[src/sv/rid_pkg.sv]
// Shared opcodes, status codes and the command record passed from front to back.
`default_nettype none
package rid_pkg;

   // Fixed field widths of the request and response beats
   localparam int OPCODE_W = 4;
   localparam int INDEX_W  = 10;
   localparam int VALUE_W  = 64;
   localparam int STATUS_W = 2;
   localparam int COUNT_W  = 11;

   // Default capacity and command queue depth
   localparam int DEPTH_DEFAULT = 1024;
   localparam int CMDQ_DEPTH    = 4;

   // Opcodes
   localparam logic [OPCODE_W-1:0] OP_PUSH_LEFT  = 4'd0;
   localparam logic [OPCODE_W-1:0] OP_PUSH_RIGHT = 4'd1;
   localparam logic [OPCODE_W-1:0] OP_POP_LEFT   = 4'd2;
   localparam logic [OPCODE_W-1:0] OP_POP_RIGHT  = 4'd3;
   localparam logic [OPCODE_W-1:0] OP_PEEK_LEFT  = 4'd4;
   localparam logic [OPCODE_W-1:0] OP_PEEK_RIGHT = 4'd5;
   localparam logic [OPCODE_W-1:0] OP_GET        = 4'd6;
   localparam logic [OPCODE_W-1:0] OP_SET        = 4'd7;
   localparam logic [OPCODE_W-1:0] OP_REVERSE    = 4'd8;

   // Status codes
   localparam logic [STATUS_W-1:0] ST_OK    = 2'd0;
   localparam logic [STATUS_W-1:0] ST_EMPTY = 2'd1;
   localparam logic [STATUS_W-1:0] ST_RANGE = 2'd2;
   localparam logic [STATUS_W-1:0] ST_FULL  = 2'd3;

   // Store access that the back end performs for one beat
   typedef enum logic [1:0] {
      KIND_NONE,
      KIND_READ,
      KIND_WRITE
   } mem_kind_type;

   // Control part of one queued command
   typedef struct packed {
      mem_kind_type         kind;
      logic [STATUS_W-1:0]  status;
      logic [COUNT_W-1:0]   count;
      logic                 is_empty;
   } cmd_ctrl_type;

endpackage
`default_nettype wire

[src/sv/rid_cmdq.sv]
// Short command queue between the front end and the back end.
`default_nettype none
module rid_cmdq #(
   parameter int PTR_W = $clog2(rid_pkg::DEPTH_DEFAULT)
) (
   input  wire logic                         clock,
   input  wire logic                         reset,
   input  wire logic                         wr_valid,
   output      logic                         wr_full,
   input  wire rid_pkg::cmd_ctrl_type        wr_ctrl,
   input  wire logic [PTR_W-1:0]             wr_addr,
   input  wire logic [rid_pkg::VALUE_W-1:0]  wr_value,
   output      logic                         rd_valid,
   input  wire logic                         rd_take,
   output      rid_pkg::cmd_ctrl_type        rd_ctrl,
   output      logic [PTR_W-1:0]             rd_addr,
   output      logic [rid_pkg::VALUE_W-1:0]  rd_value
);

   localparam int QD  = rid_pkg::CMDQ_DEPTH;
   localparam int QP_W = $clog2(QD);
   localparam int QL_W = $clog2(QD + 1);

   rid_pkg::cmd_ctrl_type        ctrl_ff  [QD];
   logic [PTR_W-1:0]             addr_ff  [QD];
   logic [rid_pkg::VALUE_W-1:0]  value_ff [QD];
   logic [QP_W-1:0]              wptr_ff, wptr_in;
   logic [QP_W-1:0]              rptr_ff, rptr_in;
   logic [QL_W-1:0]              level_ff, level_in;
   logic                         do_wr;
   logic                         do_rd;

   assign wr_full  = (level_ff == QL_W'(QD));
   assign rd_valid = (level_ff != '0);
   assign do_wr    = wr_valid & ~wr_full;
   assign do_rd    = rd_take & rd_valid;

   assign rd_ctrl  = ctrl_ff[rptr_ff];
   assign rd_addr  = addr_ff[rptr_ff];
   assign rd_value = value_ff[rptr_ff];

   // Advance the pointers and the fill level
   always_comb begin
      wptr_in  = (wptr_ff == QP_W'(QD - 1)) ? '0 : wptr_ff + 1'b1;
      rptr_in  = (rptr_ff == QP_W'(QD - 1)) ? '0 : rptr_ff + 1'b1;
      level_in = level_ff;
      if (do_wr && !do_rd) begin
         level_in = level_ff + 1'b1;
      end else if (do_rd && !do_wr) begin
         level_in = level_ff - 1'b1;
      end
   end

   always_ff @(posedge clock) begin
      if (reset) begin
         wptr_ff  <= '0;
         rptr_ff  <= '0;
         level_ff <= '0;
      end else begin
         if (do_wr) begin
            wptr_ff <= wptr_in;
         end
         if (do_rd) begin
            rptr_ff <= rptr_in;
         end
         level_ff <= level_in;
      end
   end

   // Store the entry payload
   always_ff @(posedge clock) begin
      if (do_wr) begin
         ctrl_ff[wptr_ff]  <= wr_ctrl;
         addr_ff[wptr_ff]  <= wr_addr;
         value_ff[wptr_ff] <= wr_value;
      end
   end

endmodule
`default_nettype wire

[config.mk]
export PLATFORM = sky130hd
export DESIGN_NAME = rid_cmdq
export DESIGN_NICKNAME = d
export VERILOG_FILES = /design/src/sv/rid_pkg.sv /design/src/sv/rid_cmdq.sv
export SDC_FILE = /design/constraint.sdc
export NUM_CORES = 1
export LEC_CHECK = 0
export BUFFER_PORTS_ARGS = -buffer_cell sky130_fd_sc_hd__buf_2
export CORE_MARGIN = 5
export CORE_UTILIZATION = 50
export DETAILED_ROUTE_END_ITERATION = 10
export HOLD_SLACK_MARGIN = 0.05
export PLACE_DENSITY = 0.71
export SYNTH_ARGS = -nofsm -noshare
export SYNTH_HDL_FRONTEND = slang
export SYNTH_SLANG_ARGS = --single-unit
[constraint.sdc]
create_clock -name clock -period 2.7 [get_ports clock]
set_clock_uncertainty 0.05 [all_clocks]
set_input_delay 0.135 -clock clock [delete_from_list [all_inputs] [get_ports clock]]
set_output_delay 0.135 -clock clock [all_outputs]
set_load 0.01 [all_outputs]
==> results.sh <==
export IMPL_grt_first_pass_wirelength_um=41300
export IMPL_drt_initial_drc_count=480
export IMPL_drv_slew=0
export IMPL_num_io_pins=186
export IMPL_num_nets_final=932
export IMPL_multi_input_area_um2=2320
export IMPL_insertion_delay_ns=0.50
export IMPL_overflow=0
export IMPL_post_drt_wl_per_cell_um=21.7
export IMPL_ys_seq_area_share_pct=81.5
export IMPL_yosys_area_share_simple_pct=0.714
export IMPL_syn_area_per_cell_um2=25.9
export IMPL_cts_tree="done"
export IMPL_finalCritPeriodShare_pct=89.9
export IMPL_cts_buffers=39
export IMPL_rows=60
export IMPL_end_kind="register"
export IMPL_grt_util_met1_pct=23.1
export IMPL_fillers=1787
export IMPL_required_ns=3.08
export IMPL_dieWidth_um=174
export IMPL_drcViolationCount=0
export IMPL_setup_violations=0
export IMPL_crit_buf_inv=2
export IMPL_p_total_mw=15.1
export IMPL_grt_util_met3_pct=5.15
export IMPL_min_period_ns=2.43
export IMPL_die_h_um=174
export IMPL_die_area_um2=30400
export IMPL_start_util_pct=50.5
export IMPL_finalHoldViolCount=0
export IMPL_path_clk_slew_ns=0.06
export IMPL_grt_max_degree=47
export IMPL_synthMuxAreaShare_pct=15.2
export IMPL_viasPerCell=5.37
export IMPL_portBuffers=185
export IMPL_drv_cap=0
export IMPL_ant_nets=0
export IMPL_reg2reg_depth=9
export IMPL_crit_path_cell_trace="or3b_4 -> clkinv_4 -> nor2_2 -> ha_1 -> inv_1 -> fa_1 -> xor2_1 -> or3_2 -> a21oi_1"
export IMPL_status="complete, no violations"
export IMPL_path_max_fanout=7
export IMPL_synth_cell_types=27
export IMPL_coreArea_um2=26700
export IMPL_final_layout_size_suffix_gt1_share_pct=40.8
export IMPL_busiest_layer="met2"
export IMPL_grt_pass1_vias=7249
export IMPL_cp_depth=9
export IMPL_synth_top_family_by_area="multiplexers"
export IMPL_first_pass_iters=5
export IMPL_area_growth_pct=26.0
export IMPL_ys_ff_latch=369
export IMPL_ctsRootBufferMaster="clkbuf_16"
export IMPL_crit_slowest_cell="dfxtp_1"
export IMPL_post_cts_buffers=0
export IMPL_synth_nets=621
export IMPL_rsz0062_at_grt="false"
export IMPL_vias=6442
export IMPL_antenna_found_initial=1
export IMPL_ir_drop_uv=676
export IMPL_fin_tns_setup_ns=0
export IMPL_leakage_nw=5.78
export IMPL_track_usage_pct=17.4
export IMPL_syn_instance_count=520
export IMPL_cts_htree_levels=2
export IMPL_path_delay_family="simple AND/OR/NAND/NOR gates"
export IMPL_max_freq_mhz=412
export IMPL_synth_compound_area_share_pct=0.371
export IMPL_met2_usage_pct=29.3
export IMPL_post_dp_hpwl_um=15500
export IMPL_power_density_nw_per_um2=888
export IMPL_cts_buffer_depth=3
export IMPL_maxSlewHeadroom_pct=54.8
export IMPL_regArea_um2=11000
export IMPL_gp_congestion=0.766
export IMPL_startpoint_type="register"
export IMPL_dp_cells=1038
export IMPL_fin_cells=1199
export IMPL_hold_depth=2
export IMPL_syn_area_um2=13500
export IMPL_tightest_slew_ns=0.679
export IMPL_yosysWarningCount=0
export IMPL_synth_xor_area_share_pct=0.130
export IMPL_worstHoldPathType="in -> reg"
export IMPL_critPathMaxStageDelay_ns=0.45
export IMPL_synth_fa_ha_area_share_pct=0.705
export IMPL_worstPathArrival_ns=2.81
export IMPL_cts_sinks=369
export IMPL_drt_wl_total_um=26100
export IMPL_critical_path_class="reg -> reg"
[final cells by class]
class	instances	area share [%]
Antenna cell	1	0.0147
Clock buffer	50	6.23
Clock inverter	17	0.611
Inverter	5	0.140
Multi-Input combinational cell	124	13.7
Sequential cell	369	64.7
Tap cell	341	2.51
Timing Repair Buffer	292	12.1
[power breakdown]
| group | internal [mW] | switching, mW | leakage, nW | total [mW] |
|---|---|---|---|---|
| Clock | 2.85 | 1.97 | 0.566 | 4.82 |
| Sequential | 6.93 | 0.220 | 3.37 | 7.15 |
| Combinational | 1.54 | 1.59 | 1.84 | 3.13 |
[path summary, 6_finish.rpt]
path | startpoint | endpoint | slack (ns)
max | level_ff[0]$_SDFFE_PP0P_ | level_ff[2]$_SDFFE_PP0P_ | 0.27
min | wr_value[51] | value_ff[2][51]$_DFFE_PP_ | 0.33
max reg2reg | level_ff[0]$_SDFFE_PP0P_ | level_ff[2]$_SDFFE_PP0P_ | 0.27
min reg2reg | rptr_ff[0]$_SDFFE_PP0P_ | register | 0.45
[worst register-to-register path, delay by kind of cell (launching register included)]
kind,cells,cell delay (ns)
DFF,1,0.45
xor gates and xnor gates,1,0.17
buffers and inverters,2,0.14
AOI/OAI and AO/OA,1,0.15
adders and majority gates,2,0.62
and+or+nand+nor,3,0.78
[flip-flops by register name (all words and copies together) (netlist names), named ones only]
name	count
addr_ff	40
ctrl_ff	64
level_ff	3
wptr_ff	2
rptr_ff	2
value_ff	256
[repair_timing]
item / CTS / global route
hold endpoints to repair: 369 / 0
resized for setup: 0 / 1
hold buffers: 93 / 0
endpoints found under the setup margin: 0 / 1
[layout by cell type (no fill, tap or decap), types with 2 or more instances in the layout]
cell type / count
mux2i_1: 2
nor2_1: 3
buf_2: 185
o31ai_2: 2
edfxtp_1: 360
clkinv_2: 4
mux4_2: 90
clkinv_1: 10
a21oi_1: 3
and3_4: 4
dlygate4sd3_1: 93
buf_4: 6
buf_12: 8
dfxtp_1: 7
inv_1: 4
dfxtp_4: 2
nand3_1: 2
clkbuf_16: 41
or3_2: 2
xor2_1: 2
clkbuf_1: 9
ha_1: 6
[per-layer routing]
layer | part of all wire [%] | wire (µm) | vias to the layer above
met4 | 1.2 | 324 | 0
met1 | 39 | 10200 | 3354
li1 | - | - | 2861
met2 | 52 | 13500 | 201
met5 | 0 | 0 | -
met3 | 7.5 | 1960 | 26
[logic make-up (layout without fill, tap and decap cells)]
group,after synthesis,in the layout
muxes,92,92
DFF,369,369
buffers and inverters,27,364
AOI/OAI and AO/OA,7,7
and+or+nand+nor,16,16
adders and majority gates,7,7
other,0,1
xor gates and xnor gates,2,2
[cells in the mapped netlist]
cell type,number,area share [%]
buf_2,9,0.33
edfxtp_1,360,80
fa_1,1,0.15
buf_4,1,0.056
nand3_1,2,0.074
mux2i_1,2,0.15
buf_6,10,0.83
o21ai_0,1,0.037
mux4_2,90,15
xor2_1,2,0.13
or3_1,1,0.046
nand2_1,1,0.028
ha_1,6,0.56
inv_1,4,0.11
nor2_1,3,0.083
and3_2,4,0.22
or3_2,2,0.11
nor2_2,1,0.046
clkbuf_1,1,0.028
o31ai_2,2,0.19
clkinv_4,1,0.065
dfxtp_1,9,1.3
a21oi_1,3,0.11
o21ai_1,1,0.037
buf_1,1,0.028
or3b_1,1,0.065
nor3_1,1,0.037
[through the flow]
step	utilization, %	setup slack [ns]	hold slack, ns	cell area [µm²]
floorplan	-	0.384	0.184	13500
global placement	55.8	0.319	0.294	14900
detailed placement	55.8	0.219	0.304	14900
CTS	63.6	0.187	0.302	17000
global route	63.6	0.125	0.322	17000
finish	63.6	0.273	0.328	17000
(Power assumes the default switching activity.)
