`src/sv/rid_pkg.sv`:
```
// Shared opcodes, status codes and the command record passed from front to back.
`default_nettype none
package rid_pkg;

   // Fixed field widths of the request and response beats
   localparam int OPCODE_W = 4;
   localparam int INDEX_W  = 10;
   localparam int VALUE_W  = 64;
   localparam int STATUS_W = 2;
   localparam int COUNT_W  = 11;

   // Default capacity and command queue depth
   localparam int DEPTH_DEFAULT = 1024;
   localparam int CMDQ_DEPTH    = 4;

   // Opcodes
   localparam logic [OPCODE_W-1:0] OP_PUSH_LEFT  = 4'd0;
   localparam logic [OPCODE_W-1:0] OP_PUSH_RIGHT = 4'd1;
   localparam logic [OPCODE_W-1:0] OP_POP_LEFT   = 4'd2;
   localparam logic [OPCODE_W-1:0] OP_POP_RIGHT  = 4'd3;
   localparam logic [OPCODE_W-1:0] OP_PEEK_LEFT  = 4'd4;
   localparam logic [OPCODE_W-1:0] OP_PEEK_RIGHT = 4'd5;
   localparam logic [OPCODE_W-1:0] OP_GET        = 4'd6;
   localparam logic [OPCODE_W-1:0] OP_SET        = 4'd7;
   localparam logic [OPCODE_W-1:0] OP_REVERSE    = 4'd8;

   // Status codes
   localparam logic [STATUS_W-1:0] ST_OK    = 2'd0;
   localparam logic [STATUS_W-1:0] ST_EMPTY = 2'd1;
   localparam logic [STATUS_W-1:0] ST_RANGE = 2'd2;
   localparam logic [STATUS_W-1:0] ST_FULL  = 2'd3;

   // Store access that the back end performs for one beat
   typedef enum logic [1:0] {
      KIND_NONE,
      KIND_READ,
      KIND_WRITE
   } mem_kind_type;

   // Control part of one queued command
   typedef struct packed {
      mem_kind_type         kind;
      logic [STATUS_W-1:0]  status;
      logic [COUNT_W-1:0]   count;
      logic                 is_empty;
   } cmd_ctrl_type;

endpackage
`default_nettype wire

```
`src/sv/rid_front.sv`:
```
// Front end: decodes request beats, keeps pointer, count and orientation, issues commands.
`default_nettype none
module rid_front #(
   parameter int DEPTH = rid_pkg::DEPTH_DEFAULT,
   parameter int PTR_W = $clog2(DEPTH)
) (
   input  wire logic                          clock,
   input  wire logic                          reset,
   input  wire logic                          req_valid,
   output      logic                          req_stall,
   input  wire logic [rid_pkg::OPCODE_W-1:0]  req_opcode,
   input  wire logic [rid_pkg::INDEX_W-1:0]   req_index,
   input  wire logic [rid_pkg::VALUE_W-1:0]   req_value,
   input  wire logic                          cmd_full,
   output      logic                          cmd_valid,
   output      rid_pkg::cmd_ctrl_type         cmd_ctrl,
   output      logic [PTR_W-1:0]              cmd_addr,
   output      logic [rid_pkg::VALUE_W-1:0]   cmd_value
);

   localparam int CNT_W  = $clog2(DEPTH + 1);
   localparam int CW     = rid_pkg::COUNT_W;
   localparam int WIDE_W = (CNT_W > rid_pkg::INDEX_W) ? CNT_W : rid_pkg::INDEX_W;

   logic [PTR_W-1:0]   front_ff, front_in;
   logic [CNT_W-1:0]   count_ff, count_in;
   logic               rev_ff, rev_in;

   logic               accept;
   logic               side;
   logic               is_full;
   logic               is_empty;
   logic               range_err;
   logic [PTR_W-1:0]   front_dec;
   logic [PTR_W-1:0]   front_inc;
   logic [WIDE_W-1:0]  idx_w;
   logic [WIDE_W-1:0]  cnt_w;
   logic [WIDE_W-1:0]  abs_w;
   logic [CNT_W-1:0]   count_m1;
   logic [PTR_W-1:0]   pos;
   logic               use_direct;
   logic [PTR_W-1:0]   direct_addr;
   logic [PTR_W:0]     slot_sum;
   rid_pkg::mem_kind_type   kind;
   logic [rid_pkg::STATUS_W-1:0] status;

   // Stall while the command queue has no room
   assign req_stall = cmd_full;
   assign accept    = req_valid & ~cmd_full;

   // Classify against the current state
   assign side      = req_opcode[0] ^ rev_ff;
   assign is_full   = (count_ff == CNT_W'(DEPTH));
   assign is_empty  = (count_ff == '0);
   assign front_dec = (front_ff == '0) ? PTR_W'(DEPTH - 1) : front_ff - 1'b1;
   assign front_inc = (front_ff == PTR_W'(DEPTH - 1)) ? '0 : front_ff + 1'b1;
   assign count_m1  = count_ff - 1'b1;
   assign idx_w     = WIDE_W'(req_index);
   assign cnt_w     = WIDE_W'(count_ff);
   assign range_err = (idx_w >= cnt_w);
   assign abs_w     = rev_ff ? (cnt_w - 1'b1 - idx_w) : idx_w;

   // Work out the next state and the store access of this beat
   always_comb begin
      front_in    = front_ff;
      count_in    = count_ff;
      rev_in      = rev_ff;
      kind        = rid_pkg::KIND_NONE;
      status      = rid_pkg::ST_OK;
      pos         = PTR_W'(count_ff);
      use_direct  = 1'b0;
      direct_addr = front_ff;
      case (req_opcode)
         rid_pkg::OP_PUSH_LEFT, rid_pkg::OP_PUSH_RIGHT: begin
            if (is_full) begin
               status = rid_pkg::ST_FULL;
            end else begin
               kind     = rid_pkg::KIND_WRITE;
               count_in = count_ff + 1'b1;
               if (!side) begin
                  front_in    = front_dec;
                  use_direct  = 1'b1;
                  direct_addr = front_dec;
               end else begin
                  pos = PTR_W'(count_ff);
               end
            end
         end
         rid_pkg::OP_POP_LEFT, rid_pkg::OP_POP_RIGHT: begin
            if (is_empty) begin
               status = rid_pkg::ST_EMPTY;
            end else begin
               kind     = rid_pkg::KIND_READ;
               count_in = count_m1;
               if (!side) begin
                  front_in    = front_inc;
                  use_direct  = 1'b1;
                  direct_addr = front_ff;
               end else begin
                  pos = PTR_W'(count_m1);
               end
            end
         end
         rid_pkg::OP_PEEK_LEFT, rid_pkg::OP_PEEK_RIGHT: begin
            if (is_empty) begin
               status = rid_pkg::ST_EMPTY;
            end else begin
               kind = rid_pkg::KIND_READ;
               if (!side) begin
                  use_direct  = 1'b1;
                  direct_addr = front_ff;
               end else begin
                  pos = PTR_W'(count_m1);
               end
            end
         end
         rid_pkg::OP_GET, rid_pkg::OP_SET: begin
            if (is_empty) begin
               status = rid_pkg::ST_EMPTY;
            end else if (range_err) begin
               status = rid_pkg::ST_RANGE;
            end else begin
               kind = (req_opcode == rid_pkg::OP_GET) ? rid_pkg::KIND_READ
                                                      : rid_pkg::KIND_WRITE;
               pos  = PTR_W'(abs_w);
            end
         end
         rid_pkg::OP_REVERSE: begin
            rev_in = ~rev_ff;
         end
         default: begin
            kind = rid_pkg::KIND_NONE;
         end
      endcase
   end

   // Map an absolute position onto its ring slot
   assign slot_sum = {1'b0, front_ff} + {1'b0, pos};
   always_comb begin
      if (use_direct) begin
         cmd_addr = direct_addr;
      end else if (slot_sum >= (PTR_W + 1)'(DEPTH)) begin
         cmd_addr = PTR_W'(slot_sum - (PTR_W + 1)'(DEPTH));
      end else begin
         cmd_addr = PTR_W'(slot_sum);
      end
   end

   // Build the command beat
   assign cmd_valid          = accept;
   assign cmd_value          = req_value;
   assign cmd_ctrl.kind      = kind;
   assign cmd_ctrl.status    = status;
   assign cmd_ctrl.count     = CW'(count_in);
   assign cmd_ctrl.is_empty  = (count_in == '0);

   // Hold the deque state, advance it on each accepted beat
   always_ff @(posedge clock) begin
      if (reset) begin
         front_ff <= '0;
         count_ff <= '0;
         rev_ff   <= 1'b0;
      end else if (accept) begin
         front_ff <= front_in;
         count_ff <= count_in;
         rev_ff   <= rev_in;
      end
   end

endmodule
`default_nettype wire

```
`config.mk`:
```
export PLATFORM = sky130hd
export DESIGN_NAME = rid_front
export DESIGN_NICKNAME = d
export VERILOG_FILES = /design/src/sv/rid_pkg.sv /design/src/sv/rid_front.sv
export SDC_FILE = /design/constraint.sdc
export NUM_CORES = 1
export LEC_CHECK = 0
export BUFFER_PORTS_ARGS = -buffer_cell sky130_fd_sc_hd__buf_4
export CAP_MARGIN = 0
export CORE_UTILIZATION = 35
export DETAILED_ROUTE_END_ITERATION = 12
export SLEW_MARGIN = 25
export SYNTH_ARGS = -nofsm -noshare
export SYNTH_HDL_FRONTEND = slang
export SYNTH_SLANG_ARGS = --single-unit
```
`constraint.sdc`:
```
create_clock -name clock -period 6.25 [get_ports clock]
set_input_delay 1.25 -clock clock [delete_from_list [all_inputs] [get_ports clock]]
set_output_delay 1.25 -clock clock [all_outputs]
set_load 0.03 [all_outputs]
```
==> flow_summary.ini, run 1 <==
[synth]
synth_cells = 634
synth_top_family_by_area = compound AO/OA/AOI/OAI gates
synth_area_um2 = 4303
ys.flop_type = dfxtp_1
ys_async_sr_fraction_pct = 0
synthAdderAreaFrac_pct = 10.53
synth_warnings = 0
synth-xor-area-share_pct = 7.938
synth_area_per_cell_um2 = 6.787
netlist-cell-type-count = 66
synthMuxAreaShare_pct = 1.396
synth.yosys.seq_area_share_pct = 10.24
synth_edf_count = 0
synth_compound_area_share_pct = 26.14
synth-simple-area-share_pct = 25.56
ys_ff_latch = 22
synth_nets = 751

[routing]
vias = 4438
m1WireLength_um = 6180
first_iter_violations = 401
drc = 0
top_layer_used = met4
first_pass_iters = 5
wl_met3_um = 588
via_per_inst = 5.756
wl_per_cell_um = 17.22
postRouteWirelength_um = 13280
routed-wl-met2_um = 6202
ant_nets = 0

[cts]
cts_buffers = 3
htreeDepth = 1
hold_buffers = 0
clockRootBuffer = clkbuf_16
cts_tree = done
cts.clk_slew.worst_paths_ns = 0.06
clock_sinks = 22
clock_latency_ns = 0.26
clk_path_buf_depth = 2

[die]
num_io_pins = 174
rows = 40
die_y_um = 112.9
initial_core_util_pct = 35.82
die_w_um = 112.9
core_um2 = 12010
die_area_um2 = 12740

[placed_design]
place_congestion = 0.9150
port_buffers = 45
dp_slack_ns = -0.2436
placed_area_um2 = 4459
place_hpwl_um = 10540
placedCellCount = 765

[power]
seq_power_share_pct = 21.7
p_sw_mw = 0.3160
ir_drop_uv = 110.2
report.power.total_mw = 0.7163
intPower_mw = 0.4003
sw_frac_of_total_pct = 44.12
powerDensity_nw_per_um2 = 153.0
clockPowerShare_pct = 19.4
p_leak_nw = 1.848
p_comb_share_pct = 58.8

[final_layout]
instances_no_fill = 771
insertedDiodeCount = 0
final_core_util_pct = 38.98
drive_gt1_share_pct = 20.19
layout_commonest_cell = buf_4
area_growth_pct = 8.811
final_cell_mix = 80 x buf_4, 58 x nand2_1, 56 x nor2_1, 49 x a21oi_1, 40 x inv_1
finalInstanceArea_um2 = 4682
num-nets-final = 743

[critical_path]
criticalPathCategory = input port to output port
cp.required_ns = 5.00
cp_max_fo = 4
critPathCaptureType = output port
rr_worst_depth = 10
start_kind = input port
worstPathArrival_ns = 4.86

[sta]
hold_viol = 0
finalSetupTns_ns = 0
setup_viol = 0
timing.hold.ws_ns = 0.5954
worstMarginPinSlew_ns = 0.8132
fin_ws_ns = 0.1445
rsz0062_at_grt = yes
maxSlewHeadroom_pct = 45.33
period_needed_ns = 6.106
post-route-period-util_pct = 97.69
final.setup_skew_ns = 0.001249
maxSlewViolCount = 0
clock.fmax_mhz = 163.8

[run_status]
outcome = completed

[grt]
grt_antenna_before_repair = 0
grt_max_degree = 23
grt_pass1_vias = 4021
track_usage_pct = 20.24
grt_pass1_wl_um = 20780
overflow = 0

[run]
cap_violations = 0

[worst_hold_path]
min_path_cells = 2
min_path_type = flop to flop
[state kept, by name (all words and copies together), names as in the netlist]
register / count
cnt_w: 11
rev_ff: 1
front_ff: 10
[worst paths after layout]
path	startpoint	endpoint	slack (ns)
min reg2reg	cnt_w[5]	cnt_w[5]	0.60
max reg2reg	front_ff[1]	front_ff[5]	3.26
min	cnt_w[5]	cnt_w[5]	0.60
max	req_index[0]	cmd_addr[9]	0.14
[cells in the mapped netlist, drive strengths merged, types with 6 or more instances]
library cell,n,area [µm²]
nand3,21,105.1
xor2,13,113.9
nand2,58,217.7
clkbuf,20,75.07
nor2,58,220.2
a21oi,55,282.8
o21ai,45,225.2
xnor2,26,227.7
a211oi,7,52.55
a31oi,8,50.05
inv,41,153.9
and3,6,37.54
ha,33,412.9
mux2i,6,60.06
nor3,21,105.1
o211ai,6,45.04
a22oi,8,60.06
nor2b,6,37.54
o21a,8,60.06
dfxtp,22,440.4
and2,6,37.54
nand4,10,62.56
or3,6,47.54
buf,75,550.5
[per-layer routing]
layer | vias to the layer above | track usage, %
met3 | 38 | 1.660
met5 | - | 0
met1 | 2085 | 27.79
met2 | 144 | 32.92
li1 | 2171 | -
met4 | 0 | 7.895
[final cells by class]
class	count	area, µm²
Clock buffer	3	75.07
Fill cell	1293	7330
Inverter	42	157.7
Timing Repair Buffer	82	626.9
Sequential cell	22	440.4
Multi-Input combinational cell	475	3198
Tap cell	147	183.9
[cells by family after synthesis]
group | after synthesis
AND/OR/NAND/NOR | 218
multiplexers | 6
flip-flops | 22
XOR/XNOR | 39
buffers and inverters | 137
AO/OA/AOI/OAI | 177
adder cells (fa/ha/maj) | 35
[power groups by stage]
stage	registers (mW)	clock network, mW	logic, mW
6_report	0.156	0.139	0.421
2_1_floorplan	0.152	0	0.353
3_3_place_gp	0.158	0	0.396
3_5_place_dp	0.158	0	0.400
4_1_cts	0.155	0.143	0.408
5_1_grt	0.156	0.148	0.456
[worst max-delay path, cell delays in order]
cell      delay [ns]
buf_8           0.07
ha_4            0.12
inv_2           0.04
fa_2            0.40
a21o_1          0.18
a21oi_2         0.16
xnor2_1         0.14
nand2_1         0.09
o21ai_2         0.11
a22oi_1         0.11
o21ai_1         0.21
ha_1            0.30
nand3_1         0.11
o211ai_1        0.15
o41ai_2         0.36
o21a_1          0.24
buf_6           0.14
nor2_4          0.03
nand3_2         0.09
mux2i_1         0.08
nor4b_2         0.26
buf_4           0.20
[repair_timing]
item,4_1_cts,5_1_grt
resized for setup,11,29
pin swaps,1,21
setup endpoints to repair,2,2
buffers inserted,1,2
cloned,0,0
hold endpoints to repair,0,0
Note: power is estimated with default switching activity, not from simulation.
==> run 2: changes to the inputs <==
==> constraint.sdc (replaced) <==
create_clock -name clock -period 6.25 [get_ports clock]
set_input_delay 0.625 -clock clock [delete_from_list [all_inputs] [get_ports clock]]
set_output_delay 0.625 -clock clock [all_outputs]
set_load 0.03 [all_outputs]
==> run 2 against run 1 <==
- combinational power down 8.1%
- hold slack better by 0.0081 ns
- first-iteration DRC count fell by 40%
==> flow_summary.ini, run 2 (same netlist as run 1, synthesis figures left out) <==
[run_status]
outcome = completed

[sta]
post-route-period-util_pct = 92.70
fin_ws_ns = 0.4564
clock.fmax_mhz = 172.6
rsz0062_at_grt = no
setup_viol = 0
worstMarginPinSlew_ns = 0.9109
period_needed_ns = 5.794
finalSetupTns_ns = 0
final.setup_skew_ns = 0.007080
maxSlewViolCount = 0
hold_viol = 0
maxSlewHeadroom_pct = 38.75

[final_layout]
final_cell_mix = 58 x nand2_1, 57 x nor2_1, 52 x a21oi_1, 52 x buf_4, 41 x inv_1
area_growth_pct = 0.6396
insertedDiodeCount = 0
num-nets-final = 713
largest_register_ffs = 11
drive_gt1_share_pct = 12.29
layout_commonest_cell = nand2_1

[cts]
clk_path_buf_depth = 2
clock_latency_ns = 0.26
cts.clk_slew.worst_paths_ns = 0.06
cts_buffers = 3
cts_tree = done
clock_sinks = 22
clockRootBuffer = clkbuf_16
htreeDepth = 1
postCtsSetupRepairBufs = 0

[routing]
wl_per_cell_um = 18.33
first_pass_iters = 5
via_per_inst = 5.827
vias = 4318
postRouteWirelength_um = 13580
first_iter_violations = 241
ant_nets = 0
drc = 0

[power]
ir_drop_uv = 99.45
p_leak_nw = 1.679
powerDensity_nw_per_um2 = 158.0
report.power.total_mw = 0.6840

[die]
rows = 40
num_io_pins = 174
initial_core_util_pct = 35.82
die_y_um = 112.9
core_um2 = 12010
die_w_um = 112.9
die_area_um2 = 12740

[critical_path]
worstPathArrival_ns = 5.17
cp_max_fo = 9
start_kind = flop
critPathCaptureType = output port
path_buf_inv = 3
max_stage_delay_ns = 0.53
crit_family = compound AO/OA/AOI/OAI gates
crit_chain = inv_1 > ha_1 > inv_1 > fa_1 > a21o_1 > a21oi_1 > xnor2_1 > nand2_1 > o21ai_0 > a22oi_1 > o21ai_0 > ha_1 > nand3_1 > o211ai_1 > o41ai_1 > o21a_1 > or4b_1 > a31oi_1 > nor4b_2 > buf_4
criticalPathCategory = flop to output port
cp.required_ns = 5.62
cp_slowest_cell = dfxtp_1

[placed_design]
place_hpwl_um = 10770
dp_slack_ns = 0.6422
place_congestion = 0.9393
port_buffers = 45

[grt]
grt_antenna_before_repair = 0
grt_max_degree = 23
met1_usage_pct = 28.93
busiest_layer = met2
overflow = 0
grt_use_met3_pct = 4.017
grt_pass1_wl_um = 21430
use_met2_pct = 33.09
track_usage_pct = 21.20
grt_pass1_vias = 3995

[worst_hold_path]
min_path_type = flop to flop

[run]
cap_violations = 0
run 2: path summary, 6_finish.rpt:
path	endpoint	start	cells past startpoint	slack, ns
worst max-delay path	cmd_addr[9]	cnt_w[0]	20	0.46
worst min-delay path	cnt_w[9]	cnt_w[9]	2	0.60
worst max register to register	front_ff[7]	front_ff[1]	10	3.24
worst min register to register	cnt_w[9]	cnt_w[9]	2	0.60
run 2: layer usage:
layer	share of wire (%)	up-vias
li1	-	2118
met1	46	1983
met2	45	183
met3	7.3	34
met4	2.5	0
met5	0	-
run 2: layout make-up:
class / count / area (µm²)
clock buffer: 3 / 75.07
fill: 1309 / 7681
inverter: 42 / 157.7
multi-input combinational: 475 / 3083
sequential: 22 / 440.4
tap: 147 / 183.9
timing repair buffer: 52 / 390.4
run 2: worst reg2reg max path, cell delays in order, from the launching register on:
cell	delay, ns
dfxtp_1	0.43
inv_1	0.16
ha_1	0.22
or3b_1	0.38
or4_4	0.47
or4_1	0.61
nand2_1	0.16
a21oi_1	0.07
a211oi_1	0.23
o21ai_1	0.10
a21oi_1	0.12
run 2: stage by stage:
stage / hold WS (ns) / cell area, µm² / cells / util [%]
after floorplan: 0.5119 / 4303 / 634 / -
after global placement: 0.5736 / 4252 / 738 / 35.40
after detailed placement: 0.5802 / 4252 / 738 / 35.40
after CTS: 0.5882 / 4327 / 741 / 36.02
after global routing: 0.6062 / 4330 / 741 / 36.05
final: 0.6035 / 4330 / 741 / 36.05
run 2: repair_timing:
item	4_1_cts	5_1_grt
setup endpoints to repair	0	1
hold buffers	0	0
resized for setup	0	1
run 2: report_power, final:
part,total (mW),internal [mW],switching (mW)
clock,0.142,0.0849,0.0569
sequential,0.155,0.144,0.0105
combinational,0.387,0.146,0.241
==> run 3: changes to the inputs <==
--- a/config.mk
+++ b/config.mk
@@ -5,10 +5,12 @@
 export SDC_FILE = /design/constraint.sdc
 export NUM_CORES = 1
 export LEC_CHECK = 0
+export ABC_CLOCK_PERIOD_IN_PS = 6250
 export BUFFER_PORTS_ARGS = -buffer_cell sky130_fd_sc_hd__buf_4
 export CAP_MARGIN = 0
 export CORE_UTILIZATION = 35
 export DETAILED_ROUTE_END_ITERATION = 12
+export RECOVER_POWER = 100
 export SLEW_MARGIN = 25
 export SYNTH_ARGS = -nofsm -noshare
 export SYNTH_HDL_FRONTEND = slang
==> run 3 against run 2 <==
- first-iteration DRC count up 36%
- critical endpoint unchanged
- clock skew shrank 0.0020 ns
- highest routed layer unchanged
- sequential share of layout area is 0.28 points higher
- routed wire length up 0.30%
- die area unchanged
==> flow_summary.ini, run 3 (same netlist as run 1, synthesis figures left out) <==
[grt]
overflow = 0
grt_max_degree = 23
grt_pass1_vias = 3995
track_usage_pct = 21.20
grt_antenna_before_repair = 0
grt_pass1_wl_um = 21430

[cts]
htreeDepth = 1
clk_path_buf_depth = 2
post_cts_resized = 0
postCtsSetupRepairBufs = 0
hold_buffers = 0
clockRootBuffer = clkbuf_16
clock_sinks = 22
cts_tree = done
cts.clk_slew.worst_paths_ns = 0.06
cts_buffers = 3
clock_latency_ns = 0.26

[run_status]
outcome = completed

[die]
die_y_um = 112.9
die_area_um2 = 12740
num_io_pins = 174
die_w_um = 112.9
core_um2 = 12010
initial_core_util_pct = 35.82
rows = 40

[sta]
post-route-period-util_pct = 93.99
rsz0062_at_grt = no
maxSlewHeadroom_pct = 34.30
clock.fmax_mhz = 170.2
finalSetupTns_ns = 0
maxSlewViolCount = 0
final.setup_skew_ns = 0.005116
timing.hold.ws_ns = 0.6054
fin_ws_ns = 0.3755
hold_viol = 0
period_needed_ns = 5.875
worstMarginPinSlew_ns = 0.9765
setup_viol = 0

[placed_design]
place_congestion = 0.9393
port_buffers = 45
place_hpwl_um = 10770
dp_slack_ns = 0.6422

[worst_hold_path]
min_path_cells = 2
min_to = cnt_w[9]
worst_hold_startpoint = cnt_w[9]
min_path_type = flop to flop

[final_layout]
final_core_util_pct = 35.07
insertedDiodeCount = 0
layout_commonest_cell = nand2_1
drive_gt1_share_pct = 7.407
largest_register_ffs = 11
n_fill_cell = 1326
num-nets-final = 713
final_cell_mix = 58 x nand2_1, 57 x nor2_1, 54 x a21oi_1, 41 x o21ai_0, 41 x inv_1
area_growth_pct = -2.094

[routing]
wl_per_cell_um = 18.38
via_per_inst = 5.897
postRouteWirelength_um = 13620
first_iter_violations = 328
first_pass_iters = 5
vias = 4370
ant_nets = 0
drc = 0

[power]
report.power.total_mw = 0.6672
ir_drop_uv = 96.95
powerDensity_nw_per_um2 = 158.4
p_leak_nw = 1.575

[critical_path]
rr_startpoint = front_ff[1]
start_kind = flop
r2r_end = front_ff[5]
r2r_slack_ns = 3.14
rr_worst_depth = 10
cp_max_fo = 12
cp.required_ns = 5.62
critPathCaptureType = output port
criticalPathCategory = flop to output port
worstPathArrival_ns = 5.25

[run]
cap_violations = 0
## run 3: changes by cell type in the layout (fill, tap and decap cells not counted), moves of 2 or more
cell | before | now
and2_0 | 0 | 2
a21oi_1 | 52 | 54
o21ai_0 | 37 | 41
o21ai_1 | 8 | 4
a21oi_2 | 3 | 1
and2_1 | 6 | 4
buf_4 | 52 | 25
clkbuf_1 | 0 | 24
## run 3: metal layers
metal	track usage, %	up-vias	part of all wire [%]
li1	-	2115	-
met4	7.982	0	2.5
met3	4.017	38	7.5
met1	28.93	2014	45
met5	0	-	0
met2	33.09	203	45
## run 3: critical path: stages, from the launching register on
cell      delay, ns
dfxtp_1        0.33
clkbuf_1       0.29
nor4_1         0.88
and2_1         0.35
xnor2_1        0.11
ha_1           0.32
inv_1          0.06
a31o_2         0.24
a31o_2         0.25
a32oi_1        0.14
o21ai_0        0.13
ha_1           0.25
o41ai_1        0.54
o21a_1         0.31
or4b_1         0.14
a31oi_1        0.10
nor4b_2        0.31
clkbuf_2       0.25
## run 3: per-stage QoR
stage,instances,instance area (µm²)
2_1_floorplan,634,4303
3_3_place_gp,738,4252
3_5_place_dp,738,4252
4_1_cts,741,4327
5_1_grt,741,4213
6_report,741,4213
## run 3: where the power goes
group	total, mW	leakage [nW]	switching, mW	internal (mW)
clock	0.142	0.0370	0.0575	0.0849
combinational	0.370	1.36	0.240	0.130
sequential	0.155	0.178	0.0101	0.144
total	0.667	1.57	0.308	0.360
## run 3: layout make-up
type                            instances  area, µm²  area share [%]
Inverter                               42      157.7           3.742
Multi-Input combinational cell        475       3060           72.65
Timing Repair Buffer                   52      295.3           7.009
Clock buffer                            3      75.07           1.782
Sequential cell                        22      440.4           10.45
Tap cell                              147      183.9           4.366
## run 3: how the worst max path moves through the flow
stage,from,end,slack (ns),cells past startpoint
after floorplan,cnt_w[2],cmd_addr[8],1.15,22
after global placement,req_index[9],cmd_addr[8],0.74,22
after detailed placement,req_index[9],cmd_addr[8],0.64,19
after CTS,cnt_w[0],cmd_addr[9],0.48,20
after global routing,cnt_w[9],cmd_addr[8],0.03,22
final,cnt_w[2],cmd_addr[9],0.38,17
